### config.mk
export PLATFORM = sky130hd
export DESIGN_NAME = remote_frame_crc_decoder_top
export DESIGN_NICKNAME = d
export VERILOG_FILES = /design/src/rfcd_pkg.sv /design/src/remote_frame_crc_decoder_top.sv /design/src/rfcd_in_stage.sv /design/src/rfcd_frame_core.sv /design/src/rfcd_out_stage.sv
export SDC_FILE = /design/constraint.sdc
export NUM_CORES = 1
export LEC_CHECK = 0
export ABC_AREA = 0
export BUFFER_PORTS_ARGS = -buffer_cell sky130_fd_sc_hd__buf_4
export CORE_MARGIN = 5
export CORE_UTILIZATION = 30
export CTS_BUF_LIST = sky130_fd_sc_hd__clkbuf_8
export DETAILED_ROUTE_END_ITERATION = 8
export PLACE_DENSITY = 0.59
export SETUP_SLACK_MARGIN = 0.02
export SYNTH_ARGS = -nofsm -noshare
export SYNTH_HDL_FRONTEND = slang
export SYNTH_HIERARCHICAL = 1
export SYNTH_SLANG_ARGS = --single-unit
### constraint.sdc
create_clock -name clk -period 8.1 [get_ports clk]
set_input_delay 0.405 -clock clk [delete_from_list [all_inputs] [get_ports clk]]
set_output_delay 0.405 -clock clk [all_outputs]
set_load 0.02 [all_outputs]
### src/rfcd_pkg.sv
// shared types, constants and the crc byte step for the remote frame decoder
package rfcd_pkg;

  localparam logic [7:0]  HDR0          = 8'hA9;
  localparam logic [7:0]  HDR1          = 8'h53;
  localparam logic [15:0] CRC_INIT      = 16'hFFFF;
  localparam logic [15:0] CRC_POLY      = 16'h8408;
  localparam int          NUM_STORED    = 18;
  localparam logic [4:0]  STORE_FIRST   = 5'd2;
  localparam logic [4:0]  STORE_LAST    = 5'd19;
  localparam logic [4:0]  CRC_LAST_IDX  = 5'd18;
  localparam logic [4:0]  LAST_IDX      = 5'd20;
  localparam int          OUT_DATA_W    = 128;

  typedef enum logic [1:0] {
    ST_GOOD    = 2'd0,
    ST_HDR_BAD = 2'd1,
    ST_CRC_BAD = 2'd2
  } status_t;

  // one input word as held by the input register
  typedef struct packed {
    logic       start;
    logic [7:0] data;
  } item_t;

  // decoded frame result
  typedef struct packed {
    status_t            status;
    logic [10:0]        stick_0;
    logic [10:0]        stick_1;
    logic [10:0]        stick_2;
    logic [10:0]        stick_3;
    logic [10:0]        dial_value;
    logic [5:0]         button_group;
    logic signed [15:0] mouse_dx;
    logic signed [15:0] mouse_dy;
    logic signed [15:0] mouse_wheel;
    logic [2:0]         mouse_buttons;
    logic [15:0]        key_mask;
  } result_t;

  // reflected crc-16, one byte, lsb first
  function automatic logic [15:0] crc_byte(input logic [15:0] crc, input logic [7:0] b);
    logic [15:0] c;
    c = crc ^ {8'h00, b};
    for (int i = 0; i < 8; i++) begin
      if (c[0]) begin
        c = (c >> 1) ^ CRC_POLY;
      end else begin
        c = c >> 1;
      end
    end
    return c;
  endfunction

endpackage

### src/remote_frame_crc_decoder_top.sv
// top level of the fixed-frame remote-control decoder with crc-16 check
// throughput: one byte word per cycle; while a result waits on out_tready every word stalls
// a byte word is held in the input register until the core takes it; the result of a frame
// is loaded into the output register as its last byte is taken, and then shows on out_tvalid
// rate is set by the combinational crc byte step between input and output registers
// reset (rst_n low, synchronous) empties both registers and closes any open frame
module remote_frame_crc_decoder_top
  import rfcd_pkg::*;
(
  input  logic                  clk,
  input  logic                  rst_n,
  input  logic                  in_tvalid,
  output logic                  in_tready,
  input  logic [7:0]            in_tdata,   // rx_byte [7:0]
  input  logic                  in_tuser,   // frame_start
  output logic                  out_tvalid,
  input  logic                  out_tready,
  // stick_0 [10:0], stick_1 [21:11], stick_2 [32:22], stick_3 [43:33],
  // dial_value [54:44], button_group [60:55], mouse_dx [76:61], mouse_dy [92:77],
  // mouse_wheel [108:93], mouse_buttons [111:109], key_mask [127:112]
  output logic [OUT_DATA_W-1:0] out_tdata,
  output logic [1:0]            out_tuser   // status
);

  item_t   in_item, item;
  logic    item_valid, take, space, res_valid;
  result_t res, out_res;

  assign in_item.start = in_tuser;
  assign in_item.data  = in_tdata;
  assign take          = item_valid && space;

  rfcd_in_stage u_in (
    .clk        (clk),
    .rst_n      (rst_n),
    .in_valid   (in_tvalid),
    .in_ready   (in_tready),
    .in_item    (in_item),
    .take       (take),
    .item_valid (item_valid),
    .item       (item)
  );

  rfcd_frame_core u_core (
    .clk       (clk),
    .rst_n     (rst_n),
    .take      (take),
    .item      (item),
    .res_valid (res_valid),
    .res       (res)
  );

  rfcd_out_stage u_out (
    .clk       (clk),
    .rst_n     (rst_n),
    .load      (res_valid),
    .res       (res),
    .space     (space),
    .out_valid (out_tvalid),
    .out_ready (out_tready),
    .out_res   (out_res)
  );

  assign out_tuser = out_res.status;
  assign out_tdata = {out_res.key_mask, out_res.mouse_buttons, out_res.mouse_wheel,
                      out_res.mouse_dy, out_res.mouse_dx, out_res.button_group,
                      out_res.dial_value, out_res.stick_3, out_res.stick_2,
                      out_res.stick_1, out_res.stick_0};

endmodule

### src/rfcd_in_stage.sv
// input register stage holding one received word
module rfcd_in_stage
  import rfcd_pkg::*;
(
  input  logic  clk,
  input  logic  rst_n,
  input  logic  in_valid,
  output logic  in_ready,
  input  item_t in_item,
  input  logic  take,
  output logic  item_valid,
  output item_t item
);

  logic  v_r, v_nxt;
  item_t item_r;

  assign in_ready   = !v_r || take;
  assign item_valid = v_r;
  assign item       = item_r;

  always_comb begin
    v_nxt = v_r;
    if (in_valid && in_ready) begin
      v_nxt = 1'b1;
    end else if (take) begin
      v_nxt = 1'b0;
    end
  end

  always_ff @(posedge clk) begin
    if (!rst_n) begin
      v_r <= 1'b0;
    end else begin
      v_r <= v_nxt;
    end
  end

  always_ff @(posedge clk) begin
    if (in_valid && in_ready) begin
      item_r <= in_item;
    end
  end

endmodule

### src/rfcd_frame_core.sv
// frame tracking, header and crc check, byte store and field decode
module rfcd_frame_core
  import rfcd_pkg::*;
(
  input  logic    clk,
  input  logic    rst_n,
  input  logic    take,
  input  item_t   item,
  output logic    res_valid,
  output result_t res
);

  logic [4:0]  byte_index_r, byte_index_nxt;
  logic        in_frame_r, in_frame_nxt;
  logic [15:0] crc_r, crc_nxt;
  logic        hdr_good_r, hdr_good_nxt;
  logic [7:0]  bytes_r [NUM_STORED];

  logic        active;
  logic [4:0]  idx;
  logic [4:0]  wr_addr;
  logic        wr_en;
  logic [63:0] packed_f;
  status_t     status;

  assign active  = take && (item.start || in_frame_r);
  assign idx     = item.start ? 5'd0 : byte_index_r;
  assign wr_addr = idx - STORE_FIRST;
  assign wr_en   = active && (idx >= STORE_FIRST) && (idx <= STORE_LAST);

  always_comb begin
    byte_index_nxt = byte_index_r;
    in_frame_nxt   = in_frame_r;
    crc_nxt        = crc_r;
    hdr_good_nxt   = hdr_good_r;
    if (active) begin
      if (idx == 5'd0) begin
        hdr_good_nxt = (item.data == HDR0);
      end else if (idx == 5'd1) begin
        hdr_good_nxt = hdr_good_r && (item.data == HDR1);
      end
      if (idx <= CRC_LAST_IDX) begin
        crc_nxt = crc_byte(item.start ? CRC_INIT : crc_r, item.data);
      end
      if (idx < LAST_IDX) begin
        byte_index_nxt = idx + 5'd1;
        in_frame_nxt   = 1'b1;
      end else begin
        byte_index_nxt = 5'd0;
        in_frame_nxt   = 1'b0;
      end
    end
  end

  always_ff @(posedge clk) begin
    if (!rst_n) begin
      byte_index_r <= 5'd0;
      in_frame_r   <= 1'b0;
      crc_r        <= CRC_INIT;
      hdr_good_r   <= 1'b0;
    end else begin
      byte_index_r <= byte_index_nxt;
      in_frame_r   <= in_frame_nxt;
      crc_r        <= crc_nxt;
      hdr_good_r   <= hdr_good_nxt;
    end
  end

  always_ff @(posedge clk) begin
    if (wr_en) begin
      bytes_r[wr_addr] <= item.data;
    end
  end

  // on the last byte, byte 19 already sits in the store and crc is final
  assign res_valid = active && (idx == LAST_IDX);

  always_comb begin
    if (!hdr_good_r) begin
      status = ST_HDR_BAD;
    end else if ((crc_r[7:0] != bytes_r[17]) || (crc_r[15:8] != item.data)) begin
      status = ST_CRC_BAD;
    end else begin
      status = ST_GOOD;
    end
  end

  assign packed_f = {bytes_r[7], bytes_r[6], bytes_r[5], bytes_r[4],
                     bytes_r[3], bytes_r[2], bytes_r[1], bytes_r[0]};

  always_comb begin
    res        = '0;
    res.status = status;
    if (status == ST_GOOD) begin
      res.stick_0       = packed_f[10:0];
      res.stick_1       = packed_f[21:11];
      res.stick_2       = packed_f[32:22];
      res.stick_3       = packed_f[43:33];
      res.dial_value    = packed_f[59:49];
      res.button_group  = {packed_f[60], packed_f[48:44]};
      res.mouse_dx      = {bytes_r[9], bytes_r[8]};
      res.mouse_dy      = {bytes_r[11], bytes_r[10]};
      res.mouse_wheel   = {bytes_r[13], bytes_r[12]};
      res.mouse_buttons = {bytes_r[14][4], bytes_r[14][2], bytes_r[14][0]};
      res.key_mask      = {bytes_r[16], bytes_r[15]};
    end
  end

  a_index_range: assert property (@(posedge clk) disable iff (!rst_n)
    byte_index_r <= LAST_IDX)
    else $error("byte index past end of frame");

  a_idle_index: assert property (@(posedge clk) disable iff (!rst_n)
    !in_frame_r |-> byte_index_r == 5'd0)
    else $error("byte index nonzero outside a frame");

  a_result_closes: assert property (@(posedge clk) disable iff (!rst_n)
    res_valid && !item.start |=> !in_frame_r)
    else $error("frame still open after its result");

  a_fail_zero: assert property (@(posedge clk) disable iff (!rst_n)
    res_valid && res.status != ST_GOOD |->
      res.key_mask == 16'd0 && res.mouse_dx == 16'sd0 && res.stick_0 == 11'd0)
    else $error("data fields not cleared on failed frame");

endmodule

### src/rfcd_out_stage.sv
// output register holding one decoded result word
module rfcd_out_stage
  import rfcd_pkg::*;
(
  input  logic    clk,
  input  logic    rst_n,
  input  logic    load,
  input  result_t res,
  output logic    space,
  output logic    out_valid,
  input  logic    out_ready,
  output result_t out_res
);

  logic    ov_r, ov_nxt;
  result_t res_r;

  assign space     = !ov_r || out_ready;
  assign out_valid = ov_r;
  assign out_res   = res_r;

  always_comb begin
    ov_nxt = ov_r;
    if (load) begin
      ov_nxt = 1'b1;
    end else if (out_ready) begin
      ov_nxt = 1'b0;
    end
  end

  always_ff @(posedge clk) begin
    if (!rst_n) begin
      ov_r <= 1'b0;
    end else begin
      ov_r <= ov_nxt;
    end
  end

  always_ff @(posedge clk) begin
    if (load) begin
      res_r <= res;
    end
  end

endmodule

## Word-level counts from Yosys, hierarchy flattened

Memory sizes are Yosys's and may differ from the RTL's. A register that Yosys moved wholly into a read port is not among the register bits.
Cells that the tools add are included.

| operators by class | value |
|---|---|
| div/mod/pow operators | 0 |
| equality and inequality tests | 6 |
| shift-type cells | 0 |
| bitwise logic cells | 9 |
| $lt $le $gt $ge | 4 |
| add/subtract/negate cells | 2 |
| reduce and logical (&&, ||, !) cells | 37 |
| multiply operators | 0 |
| mux-type cells | 36 |

Operators by type and width:

| operator | number |
|---|---|
| two-way mux 16 bit | 23 |
| NOT 2 -> 3 bit | 8 |
| zero test 1 bit | 19 |
| != test 8 bit | 2 |
| XOR 16 x 8 -> 16 bit | 1 |
| less-or-equal comparator 5 bit (second input constant) | 2 |
| two-way mux 5 bit | 2 |
| two-way mux 1 bit | 9 |
| == test 8 x 7 -> 1 bit (second input constant) | 1 |
| == test 8 bit (second input constant) | 1 |
| logical AND 1 bit | 7 |
| nonzero test 2 bit | 3 |
| adder 5 x 1 -> 5 bit (second input constant) | 1 |
| == test 5 x 1 -> 1 bit (second input constant) | 1 |
| == test 5 bit (second input constant) | 1 |
| greater-or-equal comparator 5 x 2 -> 1 bit (second input constant) | 1 |
| zero test 5 bit | 1 |
| less-than comparator 5 bit (second input constant) | 1 |
| subtractor 5 x 2 -> 5 bit (second input constant) | 1 |
| logical OR 1 bit | 4 |
| two-way mux 2 bit | 2 |
| AND reduction 2 bit | 2 |
| zero test 2 bit | 1 |

| storage, ports and cells | value |
|---|---|
| bits in registers | 36 |
| ROM bits | 0 |
| output and inout bits | 132 |
| bits in latches | 0 |
| word-level logic and storage cells | 104 |
| bits of input ports | 13 |
| memories | 1 |
| RAM bits | 144 |

Memory list:

| memory | words | width | read ports | clocked after Yosys merged registers in | write ports | line | text |
|---|---|---|---|---|---|---|---|
| u_core.bytes_r | 18 | 8 | 18 | 17 | 1 | rfcd_frame_core.sv:17 | `logic [7:0] bytes_r [NUM_STORED];` |

## Depth between registers and ports, before layout

| depth | value |
|---|---|
| word-level depth | 32 |
| gate-level depth with buffers | 10 |
| gate-level depth less buffers | 8 |

## Cells and area by module

Netlist, hierarchy kept.

By module, submodules not included:

| module | instances | cells an instance | seq. area each (um2) | area each (um2) |
|---|---|---|---|---|
| rfcd_frame_core | 1 | 657 | 4544.4 | 7298.2 |
| rfcd_out_stage | 1 | 134 | 3923.8 | 3952.5 |
| rfcd_in_stage | 1 | 14 | 290.3 | 327.8 |
| remote_frame_crc_decoder_top | 1 | 1 | 0.0 | 6.3 |

## Worst setup path before layout

No wires, ideal clock.

| timing path | value |
|---|---|
| path kind | input -> register |
| start point | in out_tready |
| end point | reg u_out.ov_r, in the netlist u_out/out_valid |
| setup slack | 0.927 ns |
| stages | 7 |
| required time | 8.021 ns |
| buffers on the path | 0 |
| arrival | 7.094 ns |
| setup time | 0.079 ns |
| cell sequence | nand2b_4 and2_1 o21a_1 nand3_1 nor2_1 inv_1 a21boi_2 |

| between the ends | value |
|---|---|
| cells in the longest elaborated chain, start to end | 5 |
| elaborated cells between the ends (all ways) | 6 |
| classes of those cells | 1 x mux; 5 x reduce/logical |

Ends and longest elaborated chain:

| item | line | text |
|---|---|---|
| start: declaration | remote_frame_crc_decoder_top.sv:17 | `input logic out_tready,` |
| logical OR 1 bit * | rfcd_out_stage.sv:18 | `assign space = !ov_r \|\| out_ready;` |
| logical AND 1 bit * | remote_frame_crc_decoder_top.sv:31 | `assign take = item_valid && space;` |
| net take | remote_frame_crc_decoder_top.sv:26 | `logic item_valid, take, space, res_valid;` |
| logical AND 1 bit * | rfcd_frame_core.sv:26 | `assign active = take && (item.start \|\| in_frame_r);` |
| logical AND 1 bit * | rfcd_frame_core.sv:76 | `assign res_valid = active && (idx == LAST_IDX);` |
| net res_valid | remote_frame_crc_decoder_top.sv:26 |  |
| two-way mux 1 bit / nonzero test 2 bit (equally long branches) | - |  |
| end signal: assignment | rfcd_out_stage.sv:35 | `ov_r <= ov_nxt;` |
| end: declaration | rfcd_out_stage.sv:15 | `logic ov_r, ov_nxt;` |

The timed path passes the listed nets; every way through them passes the cells marked *.
A chain may end at the register's enable or synchronous reset.

## Worst setup path in the final report

| timing path | value |
|---|---|
| start point | reg u_in.item_r (netlist bit u_in/item[4]) |
| end point | reg u_out/out_res[63] (netlist name) |

| between the ends | value |
|---|---|
| cells in the longest elaborated chain, start to end | 6 |

Ends and longest elaborated chain:

| item | line | text |
|---|---|---|
| start: declaration | rfcd_in_stage.sv:16 | `item_t item_r;` |
| start signal: assignment | rfcd_in_stage.sv:41 | `item_r <= in_item;` |
| != test 8 bit | rfcd_frame_core.sv:81 | `end else if ((crc_r[7:0] != bytes_r[17]) \|\| (crc_r[15:8] != item.data)) begin` |
| logical OR 1 bit | rfcd_frame_core.sv:81 |  |
| two-way mux 2 bit | rfcd_frame_core.sv:81 |  |
| two-way mux 2 bit | rfcd_frame_core.sv:79 | `if (!hdr_good_r) begin` |
| zero test 2 bit | rfcd_frame_core.sv:94 | `if (status == ST_GOOD) begin` |
| zero test 1 bit (no line) | - |  |

Every way passes these cells.

==> results by group <==
Synthesis
  – Yosys Warn Count: 6
  – Post-synth EDFFs: 275
  – Syn Area/Cell: roughly 14 sq um
  – Largest area contributor in the netlist: edfxtp_1
  – Register bit total from synthesis: 300
  – Post-synthesis cell count: about 810
  – Register area share after synthesis: 0.756
  – Mapped cell area: around 12,000 sq um
  – Syn nets: a little over 800
  – Post-synth top flop: edfxtp_1
  – Async set-reset flop share out of synthesis: 0
  – Post-synth top area share: 0.713
  – Netlist cell types: around 50
  – Synth area leaders: edfxtp_1 (71%), nor3_1 (5.7%), inv_1 (4.4%)

Drt
  – Vias per cell: between 4 and 5
  – Antenna-violating nets left: 0
  – 1st-iter DRT viols: just under 400
  – # DRC: 0
  – Wirelength per Cell: between 15 and 20 um
  – Drt pass-1 iters: 5
  – Detailed Route WL: between 20,000 and 30,000 um
  – Via count: 6,702

Layout
  – Most common cell after layout, fill and taps aside: edfxtp_1
  – FILL cells: about 3,700
  – Nets: ~1,000
  – Ant diodes: 0
  – Most frequent cells in the layout: edfxtp_1 (275), buf_4 (156), inv_1 (155)
  – Area delta synth->final: 22.7%
  – Share of layout cells above drive strength 1: 0.229

Clock network
  – TritonCTS clock tree: yes
  – Inserted Clock Buffers: 50
  – Clock Pin Slew Worst Setup and Hold Paths: 60 ps
  – Clock sink count: 300
  – Worst skew pair latency: around 570 ps
  – CTS Buffer Depth: 3
  – H-tree levels: 2
  – Root Buffer: clkbuf_8
  – Post-CTS Setup Inserts: 0

Placement
  – DP Worst Slack: about 4600 ps
  – PortBufs: 144
  – DP HPWL: between 15,000 and 20,000 um
  – Final RePlAce weighted congestion: approximately 0.8

Timing
  – Max Clock Freq: between 0.2 and 0.3 GHz
  – Rel. slew slack: 0.215
  – Endpoints failing setup: 0
  – Final min period: 3420 ps
  – Post-route clock period utilization: 0.423
  – Setup Total Neg Slack: 0 ps
  – RSZ-0062 raised after global routing: no
  – Final hold violations: 0
  – Worst clock skew: roughly 26 ps
  – Slew Viols, Final: 0
  – Setup slack after layout: ~4700 ps
  – Worst-Margin Slew: between 1000 and 1500 ps

Setup path
  – Reg2Reg Depth: 6
  – CP Class: flip-flop to flip-flop
  – Crit path launch type: flip-flop
  – Crit Reg-Reg Startpoint: u_in/item[4]
  – Worst Path Arrival: approximately 3800 ps
  – Critical path endpoint category: flip-flop
  – Reg-to-reg endpoint: u_out/out_res[63]
  – R2R Setup Slk: about 4700 ps
  – Maximum net fanout on the critical path: around 100
  – Worst setup path startpoint: u_in/item[4]
  – CP required: 8450 ps

Floorplanning
  – Initial Util: 0.301
  – Core Area: about 38,000 sq um
  – Row count: 72
  – Die area: roughly 43,000 sq um
  – Die X-Extent: roughly 210 um
  – I/O pins: roughly 150
  – Die Ht: just over 200 um

Min path
  – Hold Startpoint: in_tvalid
  – Hold worst-path end: u_in/item_valid
  – Hold Crit Depth: 3
  – Hold WC Path Type: input port to flip-flop

Power
  – Peak supply drop: 0.110 mV
  – PD cells: between 200 and 250 nW/um^2
  – Pleak: approximately 5.7 nW

GRT
  – Total Routing Usage GR: 0.122
  – Pin count of the biggest net entering global routing: 105
  – Wire length of the first global-routing pass: around 40,000 um
  – Vias in the first global route: 6,767
  – Congestion Overflow GR: 0
  – Initial antenna violation count: 1

Run
  – Max-Cap Viols: 0

Run status
  – Status: finished clean
## layer usage
metal  global-route usage  share of wire  vias to the layer above
met5                    0              0                        -
met4               0.0409          0.021                        0
met3               0.0259          0.055                       47
met2                0.204           0.49                      181
met1                0.158           0.43                     3292
li1                     -              -                     3182
## repair_timing
action / CTS / global route
resized for setup: 0 / 0
hold endpoints to repair: 9 / 0
hold buffers: 9 / 0
## logic make-up (layout without fill, tap and decap cells)
| kind of cell | after synthesis | after routing | synth area share |
|---|---|---|---|
| AND/OR/NAND/NOR | 232 | 232 | 0.102 |
| buffers and inverters | 179 | 393 | 0.0658 |
| flip-flops | 300 | 300 | 0.756 |
| adder cells (fa/ha/maj) | 3 | 3 | 0.00324 |
| XOR/XNOR | 43 | 43 | 0.0447 |
| AO/OA/AOI/OAI | 49 | 49 | 0.0278 |
## sequential cells by signal, indices dropped and copies added (netlist names)
name                 flops
u_core/hdr_good_r        1
u_out/out_res          130
u_out/out_valid          1
u_core/bytes_r         136
u_core/byte_index_r      5
u_in/item_valid          1
u_in/item                9
u_core/crc_r            16
u_core/in_frame_r        1
## cells in the mapped netlist (7+ instances only)
cell type and instances:
buf_6 11, clkbuf_1 25, dfxtp_1 25, edfxtp_1 275, inv_1 136, nand2_1 10
nand3_1 11, nor2_1 47, nor3_1 131, o211ai_1 10, o21ai_0 18, xnor2_1 10
xnor3_1 7, xor2_1 22
## worst max path at each step
stage / endpoint / cells after the start
4_1_cts: u_out/out_res[63] / 6
2_1_floorplan: u_out/out_valid / 7
6_report: u_out/out_res[63] / 6
3_3_place_gp: u_out/out_res[63] / 6
5_1_grt: u_out/out_res[63] / 6
3_5_place_dp: u_out/out_res[63] / 6
## stage by stage
step                utilization  power [mW]  instances  cell area (sq um)  hold slack (ps)
floorplan                     -        1.80        806              11600              467
global placement          0.343        1.84       1438              13200              493
detailed placement        0.343        1.84       1438              13200              495
CTS                       0.370        3.13       1538              14200             38.4
global route              0.370        3.21       1538              14200             60.0
finish                    0.370        3.07       1538              14200             87.0
## power breakdown
group / switching, mW / internal [mW]
clock: 0.590 / 0.670
sequential: 0.00969 / 1.69
combinational: 0.0609 / 0.0514
total: 0.661 / 2.41
## worst max-delay path: stages (launching register included)
cell	delay (ps)
edfxtp_1	370
buf_4	240
xor2_1	190
nor4_1	380
nand4_1	840
buf_4	730
nor3_1	400
## layout make-up
cell class	count	area (sq um)	share of cell area
clock inverters	38	218	0.0153
flip-flops and latches	300	8760	0.616
multi-input cells	327	2070	0.146
well taps	518	648	0.0456
clock buffers	53	729	0.0513
repair buffers	166	1280	0.0901
inverters	136	513	0.0361
Power figures use the tool's default switching activity.
